### src/design/pss_pkg.sv
`timescale 1ns / 1ps
// Shared types, constants and the credit saturation function for the symbol sequencer.
package pss_pkg;

	localparam int CREDIT_W    = 24;
	localparam int WEIGHT_W    = 16;
	localparam int TOTAL_W     = 18;
	localparam int NUM_WEIGHTS = 4;
	localparam int IDX_W       = 3;
	localparam int SYM_W       = 2;
	localparam int POS_W       = 32;
	localparam int NSYM_W      = 3;
	localparam int CFG_ADDR_W  = 3;
	localparam int CFG_DATA_W  = 32;
	localparam int SAT_W       = CREDIT_W + 3;

	typedef logic signed [CREDIT_W-1:0] credit_t;

	localparam credit_t CREDIT_MAX = {1'b0, {(CREDIT_W-1){1'b1}}};
	localparam credit_t CREDIT_MIN = {1'b1, {(CREDIT_W-1){1'b0}}};

	typedef enum logic [CFG_ADDR_W-1:0] {
		REG_SEQ_LEN  = 3'd0,
		REG_SYMBOLS  = 3'd1,
		REG_WEIGHT0  = 3'd2,
		REG_WEIGHT1  = 3'd3,
		REG_WEIGHT2  = 3'd4,
		REG_WEIGHT3  = 3'd5
	} reg_idx_t;

	// Token handed down the cell chain: running best credit and weight total
	typedef struct packed {
		logic                valid;
		credit_t             best;
		logic [IDX_W-1:0]    idx;
		logic [TOTAL_W-1:0]  total;
	} tok_t;

	typedef struct packed {
		logic                clear;
		logic                debit;
		logic [IDX_W-1:0]    winner;
		logic [TOTAL_W-1:0]  total;
	} cell_ctl_t;

	typedef struct packed {
		logic [POS_W-1:0]                      seq_len;
		logic [NSYM_W-1:0]                     n_active;
		logic [NUM_WEIGHTS-1:0][WEIGHT_W-1:0]  weight;
	} cfg_t;

	function automatic credit_t sat_credit(input logic signed [SAT_W-1:0] v);
		credit_t r;
		if (v > $signed({{(SAT_W-CREDIT_W){1'b0}}, CREDIT_MAX})) begin
			r = CREDIT_MAX;
		end else if (v < $signed({{(SAT_W-CREDIT_W){1'b1}}, CREDIT_MIN})) begin
			r = CREDIT_MIN;
		end else begin
			r = v[CREDIT_W-1:0];
		end
		return r;
	endfunction

endpackage

### src/design/pss_intf.sv
`timescale 1ns / 1ps
// Channel interfaces: input tick, result and configuration write.
interface pss_in_if;
	logic valid;
	logic ready;
	logic restart;

	modport source (output valid, output restart, input ready);
	modport sink   (input valid, input restart, output ready);
endinterface

interface pss_out_if;
	import pss_pkg::*;
	logic             valid;
	logic             ready;
	logic [SYM_W-1:0] symbol;
	logic [POS_W-1:0] position;
	logic             last;

	modport source (output valid, output symbol, output position, output last, input ready);
	modport sink   (input valid, input symbol, input position, input last, output ready);
endinterface

interface pss_cfg_if;
	import pss_pkg::*;
	logic                  valid;
	logic                  ready;
	logic [CFG_ADDR_W-1:0] addr;
	logic [CFG_DATA_W-1:0] data;

	modport source (output valid, output addr, output data, input ready);
	modport sink   (input valid, input addr, input data, output ready);
endinterface

### src/design/pss_cfg.sv
`timescale 1ns / 1ps
// Configuration register file with alphabet size clamping.
module pss_cfg #(
	parameter int unsigned MAX_SYMBOLS = 4
) (
	input  logic            clk,
	input  logic            arst_n,
	pss_cfg_if.sink         cfg_ch,
	output pss_pkg::cfg_t   cfg
);
	import pss_pkg::*;

	localparam int LIM = (MAX_SYMBOLS < NUM_WEIGHTS) ? MAX_SYMBOLS : NUM_WEIGHTS;

	logic [POS_W-1:0]                     seq_len_q;
	logic [NSYM_W-1:0]                    symbols_q;
	logic [NUM_WEIGHTS-1:0][WEIGHT_W-1:0] weight_q;
	logic [NSYM_W-1:0]                    n_active;

	assign cfg_ch.ready = 1'b1;

	always_ff @(posedge clk or negedge arst_n) begin
		if (!arst_n) begin
			seq_len_q   <= POS_W'(16);
			symbols_q   <= NSYM_W'(2);
			weight_q[0] <= WEIGHT_W'(1);
			weight_q[1] <= WEIGHT_W'(1);
			weight_q[2] <= '0;
			weight_q[3] <= '0;
		end else if (cfg_ch.valid && cfg_ch.ready) begin
			unique case (reg_idx_t'(cfg_ch.addr))
				REG_SEQ_LEN: seq_len_q   <= cfg_ch.data;
				REG_SYMBOLS: symbols_q   <= cfg_ch.data[NSYM_W-1:0];
				REG_WEIGHT0: weight_q[0] <= cfg_ch.data[WEIGHT_W-1:0];
				REG_WEIGHT1: weight_q[1] <= cfg_ch.data[WEIGHT_W-1:0];
				REG_WEIGHT2: weight_q[2] <= cfg_ch.data[WEIGHT_W-1:0];
				REG_WEIGHT3: weight_q[3] <= cfg_ch.data[WEIGHT_W-1:0];
				default: ;
			endcase
		end
	end

	always_comb begin
		if (symbols_q == '0) begin
			n_active = NSYM_W'(1);
		end else if (symbols_q > NSYM_W'(LIM)) begin
			n_active = NSYM_W'(LIM);
		end else begin
			n_active = symbols_q;
		end
	end

	assign cfg.seq_len  = seq_len_q;
	assign cfg.n_active = n_active;
	assign cfg.weight   = weight_q;

endmodule

### src/design/pss_cell.sv
`timescale 1ns / 1ps
// One symbol cell: holds its credit, grows it when the token passes and competes for best.
module pss_cell #(
	parameter int unsigned CELL_IDX = 0
) (
	input  logic                            clk,
	input  logic                            arst_n,
	input  pss_pkg::cell_ctl_t              ctl,
	input  logic                            in_use,
	input  logic [pss_pkg::WEIGHT_W-1:0]    weight,
	input  pss_pkg::tok_t                   tok_in,
	output pss_pkg::tok_t                   tok_out
);
	import pss_pkg::*;

	localparam logic [IDX_W-1:0] MY_IDX = IDX_W'(CELL_IDX);

	credit_t credit_q;
	credit_t base;
	credit_t grown;
	credit_t debited;
	tok_t    tok_q;
	tok_t    tok_nxt;
	logic    active;
	logic    take;

	// restart clears in the same cycle the token enters cell zero
	assign base    = ctl.clear ? '0 : credit_q;
	assign grown   = sat_credit($signed({{(SAT_W-CREDIT_W){base[CREDIT_W-1]}}, base})
	                 + $signed({{(SAT_W-WEIGHT_W){1'b0}}, weight}));
	assign debited = sat_credit($signed({{(SAT_W-CREDIT_W){credit_q[CREDIT_W-1]}}, credit_q})
	                 - $signed({{(SAT_W-TOTAL_W){1'b0}}, ctl.total}));
	assign active  = tok_in.valid && in_use;
	// first cell always takes; later cells only on strictly larger credit
	assign take    = (MY_IDX == '0) || (grown > tok_in.best);

	always_comb begin
		tok_nxt = tok_in;
		if (active) begin
			tok_nxt.total = tok_in.total + TOTAL_W'(weight);
			if (take) begin
				tok_nxt.best = grown;
				tok_nxt.idx  = MY_IDX;
			end
		end
	end

	always_ff @(posedge clk or negedge arst_n) begin
		if (!arst_n) begin
			credit_q <= '0;
			tok_q    <= '0;
		end else begin
			tok_q <= tok_nxt;
			if (active) begin
				credit_q <= grown;
			end else if (ctl.clear) begin
				credit_q <= '0;
			end else if (ctl.debit && (ctl.winner == MY_IDX)) begin
				credit_q <= debited;
			end
		end
	end

	assign tok_out = tok_q;

endmodule

### src/design/pss_ctrl.sv
`timescale 1ns / 1ps
// Tick sequencer: injects the token, debits the winner, tracks the word position, drives results.
module pss_ctrl (
	input  logic                 clk,
	input  logic                 arst_n,
	pss_in_if.sink               in_ch,
	pss_out_if.source            out_ch,
	input  pss_pkg::cfg_t        cfg,
	input  pss_pkg::tok_t        tok_last,
	output pss_pkg::tok_t        tok_first,
	output pss_pkg::cell_ctl_t   cell_ctl
);
	import pss_pkg::*;

	typedef enum logic [1:0] {ST_IDLE, ST_SWEEP, ST_HOLD} state_t;

	state_t              state_q;
	logic                out_valid_q;
	logic [SYM_W-1:0]    sym_q;
	logic [POS_W-1:0]    pos_q;
	logic                last_q;
	logic [POS_W-1:0]    word_pos_q;
	logic [IDX_W-1:0]    win_idx_q;
	logic [TOTAL_W-1:0]  win_total_q;

	logic                accept;
	logic                slot_free;
	logic                finish;
	logic                last_now;
	logic [IDX_W-1:0]    res_idx;
	logic [TOTAL_W-1:0]  res_total;

	assign in_ch.ready = (state_q == ST_IDLE);
	assign accept      = in_ch.valid && in_ch.ready;
	assign slot_free   = !out_valid_q || out_ch.ready;

	assign res_idx   = (state_q == ST_SWEEP) ? tok_last.idx   : win_idx_q;
	assign res_total = (state_q == ST_SWEEP) ? tok_last.total : win_total_q;
	assign finish    = ((state_q == ST_SWEEP && tok_last.valid) || state_q == ST_HOLD)
	                   && slot_free;
	// zero length compares as one: every symbol is last
	assign last_now  = ({1'b0, word_pos_q} + (POS_W+1)'(1)) >= {1'b0, cfg.seq_len};

	always_comb begin
		tok_first       = '0;
		tok_first.valid = accept;
	end

	assign cell_ctl.clear  = (accept && in_ch.restart) || (finish && last_now);
	assign cell_ctl.debit  = finish;
	assign cell_ctl.winner = res_idx;
	assign cell_ctl.total  = res_total;

	always_ff @(posedge clk or negedge arst_n) begin
		if (!arst_n) begin
			state_q     <= ST_IDLE;
			out_valid_q <= 1'b0;
			sym_q       <= '0;
			pos_q       <= '0;
			last_q      <= 1'b0;
			word_pos_q  <= '0;
			win_idx_q   <= '0;
			win_total_q <= '0;
		end else begin
			unique case (state_q)
				ST_IDLE: begin
					if (accept) begin
						if (in_ch.restart) begin
							word_pos_q <= '0;
						end
						state_q <= ST_SWEEP;
					end
				end
				ST_SWEEP: begin
					if (tok_last.valid) begin
						win_idx_q   <= tok_last.idx;
						win_total_q <= tok_last.total;
						state_q     <= slot_free ? ST_IDLE : ST_HOLD;
					end
				end
				ST_HOLD: begin
					if (slot_free) begin
						state_q <= ST_IDLE;
					end
				end
				default: state_q <= ST_IDLE;
			endcase
			if (finish) begin
				out_valid_q <= 1'b1;
				sym_q       <= res_idx[SYM_W-1:0];
				pos_q       <= word_pos_q;
				last_q      <= last_now;
				word_pos_q  <= last_now ? '0 : word_pos_q + POS_W'(1);
			end else if (out_valid_q && out_ch.ready) begin
				out_valid_q <= 1'b0;
			end
		end
	end

	assign out_ch.valid    = out_valid_q;
	assign out_ch.symbol   = sym_q;
	assign out_ch.position = pos_q;
	assign out_ch.last     = last_q;

	a_accept_starts_sweep: assert property (@(posedge clk) disable iff (!arst_n)
		accept |=> state_q == ST_SWEEP)
		else $error("accepted tick did not start a sweep");

	a_token_only_in_sweep: assert property (@(posedge clk) disable iff (!arst_n)
		tok_last.valid |-> state_q == ST_SWEEP)
		else $error("token left the chain outside a sweep");

	a_winner_in_use: assert property (@(posedge clk) disable iff (!arst_n)
		finish |-> {1'b0, res_idx} < {1'b0, cfg.n_active})
		else $error("winner is not an active symbol");

	a_word_end_clears_pos: assert property (@(posedge clk) disable iff (!arst_n)
		finish && last_now |=> word_pos_q == '0)
		else $error("position not cleared at word end");

endmodule

### src/design/proportional_symbol_sequencer.sv
`timescale 1ns / 1ps
// Top level of the proportional symbol sequencer.
// Each input transaction is one tick and yields exactly one result transaction carrying
// the chosen symbol, its position in the word and a last flag. The credits sit in a chain
// of MAX_SYMBOLS cells; a token walks the chain one cell per cycle, each cell adding its
// weight and competing for the largest credit, and the controller debits the winner once
// the token has left the last cell and the result register is free. The next tick is taken
// only after that debit, so only one tick is in flight at a time; a result left waiting
// holds the block at the debit step. Configuration writes are always accepted and
// should be made only while no tick is in flight.
module proportional_symbol_sequencer #(
	parameter int unsigned MAX_SYMBOLS = 4
) (
	input  logic        clk,
	input  logic        arst_n,
	pss_in_if.sink      in_ch,
	pss_out_if.source   out_ch,
	pss_cfg_if.sink     cfg_ch
);
	import pss_pkg::*;

	cfg_t      cfg;
	cell_ctl_t cell_ctl;
	tok_t      tok_chain [MAX_SYMBOLS+1];

	pss_cfg #(
		.MAX_SYMBOLS (MAX_SYMBOLS)
	) u_cfg (
		.clk    (clk),
		.arst_n (arst_n),
		.cfg_ch (cfg_ch),
		.cfg    (cfg)
	);

	for (genvar i = 0; i < MAX_SYMBOLS; i++) begin : g_cell
		logic                in_use;
		logic [WEIGHT_W-1:0] weight;

		if (i < NUM_WEIGHTS) begin : g_weighted
			assign in_use = cfg.n_active > NSYM_W'(i);
			assign weight = cfg.weight[i];
		end else begin : g_spare
			assign in_use = 1'b0;
			assign weight = '0;
		end

		pss_cell #(
			.CELL_IDX (i)
		) u_cell (
			.clk     (clk),
			.arst_n  (arst_n),
			.ctl     (cell_ctl),
			.in_use  (in_use),
			.weight  (weight),
			.tok_in  (tok_chain[i]),
			.tok_out (tok_chain[i+1])
		);
	end

	pss_ctrl u_ctrl (
		.clk       (clk),
		.arst_n    (arst_n),
		.in_ch     (in_ch),
		.out_ch    (out_ch),
		.cfg       (cfg),
		.tok_last  (tok_chain[MAX_SYMBOLS]),
		.tok_first (tok_chain[0]),
		.cell_ctl  (cell_ctl)
	);

endmodule

### src/flat_wrapper.sv
// flat-port wrapper written by rule: the top's interface ports become plain ports
module proportional_symbol_sequencer_flat import pss_pkg::*;
#(
	parameter int unsigned MAX_SYMBOLS = 4
)
  (clk, arst_n, in_ch_valid, in_ch_restart, in_ch_ready, out_ch_valid, out_ch_symbol, out_ch_position, out_ch_last, out_ch_ready, cfg_ch_valid, cfg_ch_addr, cfg_ch_data, cfg_ch_ready);
  pss_in_if in_ch_i ();
  pss_out_if out_ch_i ();
  pss_cfg_if cfg_ch_i ();
  input  logic clk;
  input  logic arst_n;
  input wire logic [$bits(in_ch_i.valid)-1:0] in_ch_valid;
  input wire logic [$bits(in_ch_i.restart)-1:0] in_ch_restart;
  output wire logic [$bits(in_ch_i.ready)-1:0] in_ch_ready;
  output wire logic [$bits(out_ch_i.valid)-1:0] out_ch_valid;
  output wire logic [$bits(out_ch_i.symbol)-1:0] out_ch_symbol;
  output wire logic [$bits(out_ch_i.position)-1:0] out_ch_position;
  output wire logic [$bits(out_ch_i.last)-1:0] out_ch_last;
  input wire logic [$bits(out_ch_i.ready)-1:0] out_ch_ready;
  input wire logic [$bits(cfg_ch_i.valid)-1:0] cfg_ch_valid;
  input wire logic [$bits(cfg_ch_i.addr)-1:0] cfg_ch_addr;
  input wire logic [$bits(cfg_ch_i.data)-1:0] cfg_ch_data;
  output wire logic [$bits(cfg_ch_i.ready)-1:0] cfg_ch_ready;
  assign in_ch_i.valid = in_ch_valid;
  assign in_ch_i.restart = in_ch_restart;
  assign in_ch_ready = in_ch_i.ready;
  assign out_ch_valid = out_ch_i.valid;
  assign out_ch_symbol = out_ch_i.symbol;
  assign out_ch_position = out_ch_i.position;
  assign out_ch_last = out_ch_i.last;
  assign out_ch_i.ready = out_ch_ready;
  assign cfg_ch_i.valid = cfg_ch_valid;
  assign cfg_ch_i.addr = cfg_ch_addr;
  assign cfg_ch_i.data = cfg_ch_data;
  assign cfg_ch_ready = cfg_ch_i.ready;
  proportional_symbol_sequencer #(.MAX_SYMBOLS(MAX_SYMBOLS)) u_core (.clk(clk), .arst_n(arst_n), .in_ch(in_ch_i), .out_ch(out_ch_i), .cfg_ch(cfg_ch_i));
endmodule
### config.mk
export PLATFORM = sky130hd
export DESIGN_NAME = proportional_symbol_sequencer_flat
export DESIGN_NICKNAME = d
export VERILOG_FILES = /design/src/design/pss_pkg.sv /design/src/design/pss_intf.sv /design/src/design/pss_cfg.sv /design/src/design/pss_cell.sv /design/src/design/pss_ctrl.sv /design/src/design/proportional_symbol_sequencer.sv /design/src/flat_wrapper.sv
export SDC_FILE = /design/constraint.sdc
export NUM_CORES = 1
export LEC_CHECK = 0
export BUFFER_PORTS_ARGS = -buffer_cell sky130_fd_sc_hd__buf_2
export CAP_MARGIN = 40
export CORE_UTILIZATION = 55
export DETAILED_ROUTE_END_ITERATION = 10
export GPL_ROUTABILITY_DRIVEN = 0
export GPL_TIMING_DRIVEN = 1
export PLACE_DENSITY = 0.74
export SYNTH_ARGS = -nofsm -noshare
export SYNTH_HDL_FRONTEND = slang
export SYNTH_HIERARCHICAL = 1
export SYNTH_SLANG_ARGS = --single-unit
### constraint.sdc
create_clock -name clk -period 10.3 [get_ports clk]
set_input_delay 2.06 -clock clk [delete_from_list [all_inputs] [get_ports clk]]
set_output_delay 2.06 -clock clk [all_outputs]
set_load 0.01 [all_outputs]
; Yosys cells after proc, flatten, opt, wreduce, memory -nomap -nowiden
; Index checks and enable logic that the tools add are counted.
[op_classes]
add_sub_neg = 13
magnitude_cmp = 25
n_eq_ne = 13
n_mux = 55
reduce_logical = 39
[op_table]
columns = cell, n
row1 = $mux W24, 32
row2 = $gt A25 B24 Y1 const B, 8
row3 = $lt A25 B24 Y1 const B, 8
row4 = $mux W32, 5
row5 = $mux W45, 3
row6 = $add A24 B17 Y25, 4
row7 = $sub A24 B19 Y25, 4
row8 = $gt A24 B24 Y1, 3
row9 = $add A18 B16 Y18, 3
row10 = $mux W27, 2
row11 = $add A32 B1 Y33 const B, 1
row12 = $ge A33 B32 Y1, 1
row13 = $add A32 B1 Y32 const B, 1
row14 = $mux W21, 1
row15 = $mux W18, 1
row16 = $logic_and A1 B1 Y1, 14
row17 = $reduce_and A2 Y1, 7
row18 = $eq A3 B2 Y1 const B, 4
row19 = $mux W3, 4
row20 = $reduce_bool A3 Y1, 4
row21 = $logic_not A3 Y1, 3
row22 = $mux W2, 4
row23 = $reduce_bool A2 Y1, 4
row24 = $eq A3 B1 Y1 const B, 2
row25 = other kinds (14), 22
[totals]
regBits = 446
out_inout_bits = 38
wordCells = 178

; Logic depth before layout (Yosys ltp)
; Gate-level depths: netlist of the first run.
[logic_depth]
ltp_word = 14
ltp_mapped = 43
ltp_nobuf = 37

; Cells and area by module
; Netlist of the first run, hierarchy kept.
[by_module_without_submodules]
columns = module, instances, cells_each, area_per_inst_um2, seq_area_each_um2
row1 = pss_cell at u_core.g_cell[1].u_cell, 1, 709, 6321.1, 1751.7
row2 = pss_cell at u_core.g_cell[3].u_cell, 1, 747, 6311.1, 1751.7
row3 = pss_cell at u_core.g_cell[2].u_cell, 1, 712, 6266.0, 1751.7
row4 = pss_cell at u_core.g_cell[0].u_cell, 1, 670, 5677.9, 1751.7
row5 = pss_ctrl, 1, 580, 5514.0, 2277.2
row6 = pss_cfg, 1, 220, 3972.6, 2482.4
row7 = proportional_symbol_sequencer, 1, 4, 25.0, 0.0

; Least setup slack after synthesis of the first run
; OpenSTA, ideal clock, no wires.
[synth_timing]
path_type = reg2reg
from = reg u_core.u_ctrl.word_pos_q[0]
to = reg u_core.g_cell[2].u_cell.tok_q (netlist bit u_core/g_cell[2].u_cell/tok_out[28])
setup_ns = 0.125
t_arrival_ns = 8.399
t_required_ns = 10.175
path_slack_ns = 1.777
path_stages_with_launch = 43
n_path_buf = 6
path_cell_list = dfrtp_1 -> ha_1 -> and3_1 -> buf_6 -> and3_1 -> and3_1 -> xor2_1 -> ha_1 -> a21o_1 -> nand3_1 -> a21oi_1 -> a2111oi_0 -> a21o_1 -> buf_2 -> a21o_1 -> nand2_1 -> clkbuf_1 -> clkbuf_1 -> [7 not listed] -> o21ai_1 -> a311o_1 -> or3b_1 -> a21o_2 -> buf_6 -> nand2_2 -> ha_1 -> a21o_1 -> a21o_1 -> a21o_1 -> a21o_1 -> a21oi_1 -> nor2b_1 -> o21ai_1 -> a21boi_0 -> o31ai_2 -> buf_2 -> mux2_2
[synth_lines]
columns = item, line
row1 = from (decl), pss_ctrl.sv:22  ; logic [POS_W-1:0] word_pos_q;
row2 = from (signal assigned), pss_ctrl.sv:93  ; word_pos_q <= last_now ? '0 : word_pos_q + POS_W'(1);
row3 = to (signal assigned), pss_cell.sv:53  ; tok_q <= tok_nxt;
row4 = to (decl), pss_cell.sv:22  ; tok_t tok_q;

==> results of run 1 <==
[worst max-delay path: cells and delay by family, from the launching register on]
kind	cells	cell delay, ns
compound gates	17	3.44
simple gates	11	2.57
fa+ha+maj	5	1.50
buf+inv	3	0.60
flops	1	0.46
mux	1	0.37
xor+xnor	1	0.25
[worst max-delay path by stage]
stage                                          endpoint  slack, ns  depth (start not counted)                        start
floorplan           u_core/g_cell[2].u_cell/tok_out[28]       1.78                         42  u_core/u_ctrl/word_pos_q[0]
global placement    u_core/g_cell[2].u_cell/tok_out[22]       1.30                         38  u_core/u_ctrl/word_pos_q[0]
detailed placement  u_core/g_cell[2].u_cell/tok_out[22]       1.08                         38  u_core/u_ctrl/word_pos_q[0]
CTS                 u_core/g_cell[2].u_cell/tok_out[26]       1.03                         38  u_core/u_ctrl/word_pos_q[0]
global route        u_core/g_cell[2].u_cell/tok_out[25]       0.29                         38  u_core/u_ctrl/word_pos_q[0]
finish              u_core/g_cell[2].u_cell/tok_out[26]       0.90                         38  u_core/u_ctrl/word_pos_q[0]
[per-layer routing]
layer	share of wire, %	global-route usage, %
met1	43	40.9
met2	45	47.3
met3	6.6	4.09
met4	4.8	13.8
met5	0	0
[layout make-up]
class | instances | area [um^2]
tap | 773 | 967
timing repair buffer | 115 | 781
clock inverter | 25 | 297
multi-input combinational | 2757 | 20200
inverter | 257 | 965
clock buffer | 67 | 1400
antenna | 1 | 2.50
fill | 5035 | 23500
sequential | 446 | 11200
[state kept, by name, summed over array words and instances, names as in the netlist]
name	count
u_core/u_ctrl/win_total_q	18
u_core/u_ctrl/out_ch.last	1
u_core/u_ctrl/out_ch.valid	1
u_core/u_ctrl/win_idx_q	3
u_core/u_cfg/seq_len_q	32
u_core/u_ctrl/out_ch.symbol	2
u_core/u_cfg/symbols_q	3
u_core/u_cfg/cfg	64
u_core/u_ctrl/out_ch.position	32
u_core/g_cell.u_cell/credit_q	96
u_core/u_ctrl/state_q	2
u_core/u_ctrl/word_pos_q	32
u_core/g_cell.u_cell/tok_out	160
[placed cells by master (no fill, tap or decap), drive strengths merged, types with 11 or more instances in the layout]
master    n
o21bai   15
nand3    74
nor2b    95
a221oi   15
clkinv   16
nor4     14
a31oi    29
nand2b   61
nand2   360
a32o     24
and3     30
a211oi   32
o21ai   251
and2     32
nand4    33
or3      21
a22oi    17
o31ai    23
a21o    113
fa       12
nor3     70
o22ai    11
o21a     35
dfrtp   442
clkbuf   67
xnor2   122
a21oi   205
ha      305
or2      19
conb     46
nor2    194
mux2    195
inv     259
o211ai   30
xor2     96
a221o    29
buf     115
[through the flow]
step,hold slack (ns),utilization [%],cells,worst slack [ns]
floorplan,0.367,-,3637,1.78
global placement,0.373,57.3,4342,1.30
detailed placement,0.392,57.5,4348,1.08
CTS,0.400,60.3,4440,1.03
global route,0.422,60.3,4441,0.292
finish,0.411,60.3,4441,0.896
[power groups by stage]
stage / Clock [mW] / Sequential, mW / Combinational (mW)
after floorplan: 0 / 2.67 / 6.65
after global placement: 0 / 2.95 / 8.23
after detailed placement: 0 / 2.96 / 8.36
after CTS: 1.88 / 2.94 / 8.45
after global routing: 1.95 / 3.01 / 9.48
final: 1.85 / 2.96 / 8.60
==> flow_summary.ini, run 1 <==
[place]
port_buffers = 77
placed_area_um2 = 34100
dpl.hpwl_um = 70200

[sta]
slew_headroom_pct = 36.5
worst_clock_skew_ns = 0.0314
hold_viol_final = 0
worst_pin_slew_ns = 0.953
rsz0062_at_grt = no
finalMaxSlewViolations = 0
min_period_ns = 9.40
fmax_mhz = 106
tns_ns = 0
finalSetupViolCount = 0
post-route-period-util_pct = 91.3

[synth]
netlist_instances = 3593
yosysWarnings = 6
synth.avg_cell_area_um2 = 9.24
netlist_area_um2 = 33200

[global_route]
grt_pass1_vias = 25443
antenna_found_initial = 2
grt_use_total_pct = 30.0
grt_overflow_total = 0
grt_pass1_wl_um = 142000
grt_max_degree = 167

[setup_path]
rr_worst_depth = 38
reg2reg_to = u_core/g_cell[2].u_cell/tok_out[26]
cp-end-kind = register
cp_slowest_cell = dfrtp_1
rrSetupSlack_ns = 0.90
cpPeakStageDelay_ns = 0.46
crit_type = reg2reg
crit_top_cell = ha_1
arrival_ns = 9.90
start_kind = register
reg2reg_from = u_core/u_ctrl/word_pos_q[0]
path_max_fanout = 49
cp.required_ns = 10.79

[worst_hold_path]
hold_start = u_core/g_cell[0].u_cell/tok_out[45]
min_path_cells = 0
hold_end = u_core/g_cell[1].u_cell/tok_out[45]
holdCritPathClass = reg2reg

[die]
placementRows = 89
start_util_pct = 56.0
dieWidth_um = 248
ioPinCount = 79
design.die.area_um2 = 61400
dieHeight_um = 248
coreArea_um2 = 59400

[power_and_ir_drop]
ir_worst_vdd_mv = 0.195
powerDensity_nw_per_um2 = 375
power_frac_comb_pct = 64.1
seq_power_share_pct = 22.1
p_leak_nw = 17.1
p_sw_mw = 6.35
clock_power_share_pct = 13.8
total_power_mw = 13.4
power.internal_mw = 7.07
swShare_pct = 47.3

[route]
drt-vias-per-instance = 6.07
drt_first_pass_iters = 7
drc = 0
first_iter_violations = 2381
vias = 26957
wl_per_cell_um = 20.8
wl_um = 92500
drtAntennaViolNets = 0

[layout]
drive_gt1_share_pct = 14.4
layout.nets = 3984
fin_area_um2 = 35800
areaGrowthSynthToFinish_pct = 7.84

[clocking]
path_clk_slew_ns = 0.07
cts_setup_buffers = 0
cts_buffers = 49
ctsHoldBuffers = 0
clk_path_buf_depth = 3
tritoncts = yes
htreeDepth = 2
cts.sinks = 446
clk_latency_ns = 0.62
cts_resized = 0
cts-root-buf = clkbuf_16

[run]
cap_viol_max_count = 0

[status]
status = finished, final reports clean
(Power assumes the default switching activity.)
==> run 2: changes to the inputs <==
- BUFFER_PORTS_ARGS: -buffer_cell sky130_fd_sc_hd__buf_2 -> default
- CELL_PAD_IN_SITES_DETAIL_PLACEMENT: default -> 1
- CELL_PAD_IN_SITES_GLOBAL_PLACEMENT: default -> 2
- CORE_UTILIZATION: 55 -> 42
- DONT_BUFFER_PORTS: default -> 1
- PLACE_DENSITY: 0.74 -> 0.84
==> run 2 against run 1 <==
Compared with the run above:
- the run now ends with slew limit left
- clock power increased by 11%
- non-clock buffer count decreased by 82
- sequential cell count unchanged
- worst setup slack got worse by 0.26 ns
- clock skew decreased by 0.012 ns
- cell area increased by 0.12%
- sequential power increased by 2%
- critical path type unchanged
- critical endpoint is now u_core/g_cell[2].u_cell/tok_out[28]
- largest power group unchanged
==> flow_summary.ini, run 2 (synthesis gave the netlist of run 1 again) <==
[sta]
fmax_mhz = 103
slew_headroom_pct = -95.1
rsz0062_at_grt = no
post-route-period-util_pct = 93.9
min_period_ns = 9.67
finalSetupViolCount = 0
tns_ns = 0
worst_clock_skew_ns = 0.0194
worst_pin_slew_ns = 2.93
finalMaxSlewViolations = 297
hold_viol_final = 0

[power_and_ir_drop]
ir_worst_vdd_mv = 0.182
swShare_pct = 48.4
p_sw_mw = 6.72
seq_power_share_pct = 21.8
power_frac_comb_pct = 63.5
powerDensity_nw_per_um2 = 388
power.internal_mw = 7.18
p_leak_nw = 16.8
clock_power_share_pct = 14.7

[route]
wl_met2_um = 49800
routed-wl-met3_um = 4520
routed.top_layer = met4
wl_met1_um = 51000
vias = 26701
drt-vias-per-instance = 5.76
wl_per_cell_um = 23.4
wl_um = 109000
drtAntennaViolNets = 0
drc = 0
first_iter_violations = 1784
drt_first_pass_iters = 5

[setup_path]
rrSetupSlack_ns = 0.63
start_kind = register
path_max_fanout = 30
cpPeakStageDelay_ns = 0.47
reg2reg_to = u_core/g_cell[2].u_cell/tok_out[28]
crit_type = reg2reg
cp.required_ns = 10.81
reg2reg_from = u_core/u_ctrl/word_pos_q[0]
crit_top_cell = ha_1
rr_worst_depth = 38
cp-end-kind = register
arrival_ns = 10.17
cp_slowest_cell = dfrtp_1

[clocking]
clk_latency_ns = 0.64
cts.sinks = 446
cts_buffers = 54
htreeDepth = 2
clk_path_buf_depth = 3
ctsHoldBuffers = 0
tritoncts = yes
cts_resized = 0
cts_setup_buffers = 0
cts-root-buf = clkbuf_16
path_clk_slew_ns = 0.06

[place]
dpl.hpwl_um = 81500
placed_area_um2 = 34000
port_buffers = 0
dp.cells = 4533

[layout]
regArea_um2 = 11200
areaGrowthSynthToFinish_pct = 7.96
layout_commonest_cell = dfrtp_1
multiInputGateArea_um2 = 20200
final_cells = 4635
drive_gt1_share_pct = 12.7
layout.nets = 3907
fin_area_um2 = 35900
fillerInstances = 8996
final_cell_mix = dfrtp_1 (442), nand2_1 (345), ha_1 (305)
largest_reg_flops = 160

[worst_hold_path]
holdCritPathClass = reg2reg
min_path_cells = 0
hold_end = u_core/g_cell[1].u_cell/tok_out[45]
hold_start = u_core/g_cell[0].u_cell/tok_out[45]

[global_route]
antenna_found_initial = 5
grt_max_degree = 447
grt_use_total_pct = 26.9
grt_pass1_vias = 27581
grt_pass1_wl_um = 168000
grt_overflow_total = 0

[run]
cap_viol_max_count = 0

[die]
dieHeight_um = 283
placementRows = 102
dieWidth_um = 283
design.die.area_um2 = 80200
ioPinCount = 79
coreArea_um2 = 77800
start_util_pct = 42.7

[status]
violations = slew limit
status = finished with violations
-- run 2: cell count changes in the layout (fill, tap and decap cells not counted), sizes merged --
| cell | before | now |
|---|---|---|
| buf | 115 | 33 |
| clkbuf | 67 | 71 |
| clkinv | 16 | 18 |
| clkinvlp | 2 | 4 |
| bufinv | 5 | 6 |
-- run 2: worst max-delay path, delay by kind of cell, from the launching register on --
kind / cells / cell delay, ns
flops: 1 / 0.47
simple gates: 11 / 2.55
buf+inv: 3 / 0.71
xor+xnor: 1 / 0.22
compound gates: 17 / 3.64
mux: 1 / 0.39
fa+ha+maj: 5 / 1.48
-- run 2: stage by stage --
stage	hold slack (ns)	total power [mW]	util [%]	setup WS (ns)
after floorplan	0.367	9.32	-	1.78
after global placement	0.378	11.5	43.6	1.08
after detailed placement	0.382	11.6	43.6	0.911
after CTS	0.404	13.8	46.1	0.825
after global routing	0.419	15.0	46.1	0.108
final	0.399	13.9	46.1	0.632
-- run 2: cell type report --
type	instances	share of cell area, %
sequential	446	31.1
timing repair buffer	33	0.782
clock buffer	71	4.23
inverter	257	2.69
multi-input combinational	2757	56.5
clock inverter	30	1.07
antenna	1	0.00698
tap	1040	3.63
-- run 2: worst max-delay path by stage --
stage	startpoint	end	slack (ns)
floorplan	u_core/u_ctrl/word_pos_q[0]	u_core/g_cell[2].u_cell/tok_out[28]	1.78
global placement	u_core/u_ctrl/word_pos_q[0]	u_core/g_cell[2].u_cell/tok_out[23]	1.08
detailed placement	u_core/u_ctrl/word_pos_q[0]	u_core/g_cell[2].u_cell/tok_out[28]	0.91
CTS	u_core/u_ctrl/word_pos_q[0]	u_core/g_cell[2].u_cell/tok_out[28]	0.82
global route	u_core/u_ctrl/word_pos_q[0]	u_core/g_cell[2].u_cell/tok_out[26]	0.11
finish	u_core/u_ctrl/word_pos_q[0]	u_core/g_cell[2].u_cell/tok_out[28]	0.63
-- run 2: power groups by stage --
stage          Sequential [mW]  Clock, mW  Combinational [mW]
2_1_floorplan             2.67          0                6.65
3_3_place_gp              3.02          0                8.46
3_5_place_dp              3.03          0                8.61
5_1_grt                   3.09       2.15                9.73
6_report                  3.03       2.05                8.83
4_1_cts                   3.02       2.08                8.73
-- run 2: per-layer routing --
metal / GRT usage (%) / vias up
met5: 0 / -
met4: 7.95 / 0
met3: 3.41 / 137
met2: 43.4 / 551
met1: 37.7 / 13409
li1: - / 12604
==> run 3: changes to the inputs <==
- CORE_UTILIZATION: 42 -> 43
- CTS_BUF_LIST: default -> sky130_fd_sc_hd__clkbuf_4
- PLACE_DENSITY: 0.84 -> 0.86
==> run 3 against run 2 <==
Compared with the run above:
- the flow still finishes with violations (slew limit)
- worst setup slack improved by 0.30 ns
- global-route usage increased by 0.44 points
- register-to-register slack improved by 0.30 ns
- sequential cell count is the same
- via count rose by 1.8%
- hold slack improved by 0.0081 ns
- clock skew rose by 0.057 ns
- combinational power shrank 0.5%
- sequential power barely moved
- largest cell class unchanged
==> flow_summary.ini, run 3 (synthesis gave the netlist of run 1 again) <==
[status]
status = finished with violations
violations = slew limit

[sta]
min_period_ns = 9.36
finalMaxSlewViolations = 226
worst_clock_skew_ns = 0.0760
hold_viol_final = 0
post-route-period-util_pct = 90.9
tns_ns = 0
rsz0062_at_grt = no
slew_headroom_pct = -55.0
fin_ws_ns = 0.935
worst_pin_slew_ns = 2.33
fmax_mhz = 107
finalSetupViolCount = 0

[power_and_ir_drop]
powerDensity_nw_per_um2 = 381
clock_power_share_pct = 13.0
power.internal_mw = 6.91
swShare_pct = 49.1
power_frac_comb_pct = 64.7
seq_power_share_pct = 22.3
ir_worst_vdd_mv = 0.125
p_leak_nw = 16.9
p_sw_mw = 6.68

[layout]
drive_gt1_share_pct = 15.3
final_core_util_pct = 46.9
layout_commonest_cell = dfrtp_1
final_cell_mix = dfrtp_1 (442), nand2_1 (345), ha_1 (305)
final_cells = 4766
largest_reg_flops = 160
areaGrowthSynthToFinish_pct = 7.49
layout.nets = 3988

[global_route]
grt_pass1_wl_um = 165000
grt_pass1_vias = 27941
grt_max_degree = 447
antenna_found_initial = 2
grt_overflow_total = 0
grt_use_total_pct = 27.4

[clocking]
clk_latency_ns = 1.00
tritoncts = yes
htreeDepth = 4
cts.sinks = 446
cts_buffers = 132
clk_path_buf_depth = 3
path_clk_slew_ns = 0.07
ctsHoldBuffers = 0
cts-root-buf = clkbuf_4

[route]
wl_per_cell_um = 22.3
first_iter_violations = 1592
drtAntennaViolNets = 0
vias = 27184
drt-vias-per-instance = 5.70
drc = 0
drt_first_pass_iters = 5
wl_um = 106000

[setup_path]
cp-end-kind = register
path_max_fanout = 32
rrSetupSlack_ns = 0.94
crit_type = reg2reg
cp.required_ns = 11.14
crit_top_cell = ha_1
cpPeakStageDelay_ns = 0.47
arrival_ns = 10.20
cp_slowest_cell = dfrtp_1
start_kind = register

[place]
port_buffers = 0
dpl.hpwl_um = 81300
post-place-ws_ns = 0.810
dp.cells = 4525

[run]
cap_viol_max_count = 0

[die]
dieWidth_um = 280
coreArea_um2 = 76200
design.die.area_um2 = 78400
ioPinCount = 79
start_util_pct = 43.6
placementRows = 101
dieHeight_um = 280

[worst_hold_path]
holdCritPathClass = reg2reg
-- run 3: through the flow --
stage                     total power, mW  hold slack, ns  cell area [um^2]
after global routing                 14.7           0.425             35700
after global placement               11.5           0.383             33900
after CTS                            13.6           0.403             35700
after detailed placement             11.7           0.388             34000
final                                13.6           0.407             35700
after floorplan                      9.32           0.367             33400
-- run 3: worst max-delay path, delay by kind of cell, from the launching register on --
family | cells | cell delay, ns
AOI/OAI and AO/OA | 17 | 3.51
muxes | 1 | 0.36
and+or+nand+nor | 11 | 2.53
buffers and inverters | 3 | 0.57
xor gates and xnor gates | 1 | 0.25
adders and majority gates | 5 | 1.49
DFF | 1 | 0.47
-- run 3: power groups by stage --
stage	clock (mW)	combinational, mW	sequential (mW)
floorplan	0	6.65	2.67
global placement	0	8.46	3.02
detailed placement	0	8.62	3.03
CTS	1.83	8.71	3.01
global route	1.91	9.74	3.08
finish	1.77	8.79	3.02
-- run 3: path summary, 6_finish.rpt --
kind	startpoint	to	cells past startpoint
max in group asynchronous	arst_n	u_core/g_cell[1].u_cell/tok_out[44]	0
min	u_core/g_cell[1].u_cell/tok_out[45]	u_core/g_cell[2].u_cell/tok_out[45]	0
max	u_core/u_ctrl/word_pos_q[0]	u_core/g_cell[2].u_cell/tok_out[39]	38
max reg2reg	u_core/u_ctrl/word_pos_q[0]	u_core/g_cell[2].u_cell/tok_out[39]	38
min reg2reg	u_core/g_cell[1].u_cell/tok_out[45]	u_core/g_cell[2].u_cell/tok_out[45]	0
min in group asynchronous	arst_n	u_core/g_cell[2].u_cell/credit_q[16]	0
-- run 3: layout make-up --
| type | instances | area [um^2] |
|---|---|---|
| clock inverter | 45 | 295 |
| inverter | 257 | 965 |
| multi-input combinational | 2757 | 20300 |
| clock buffer | 187 | 1400 |
| antenna | 8 | 20.0 |
| fill | 8943 | 40500 |
| sequential | 446 | 11200 |
| tap | 1030 | 1290 |
| timing repair buffer | 36 | 310 |
-- run 3: what timing repair did --
| item | CTS | global route |
|---|---|---|
| resized for setup | 0 | 0 |
| endpoints found under the setup margin | 0 | 15 |
| endpoints found under the hold margin | 0 | 0 |
| setup buffers | 0 | 1 |
-- run 3: routing by layer --
| metal | track usage, % | wire [um] |
|---|---|---|
| met1 | 38.0 | 49800 |
| met2 | 42.5 | 48000 |
| met3 | 5.06 | 5100 |
| met4 | 9.88 | 3340 |
| met5 | 0 | 0 |
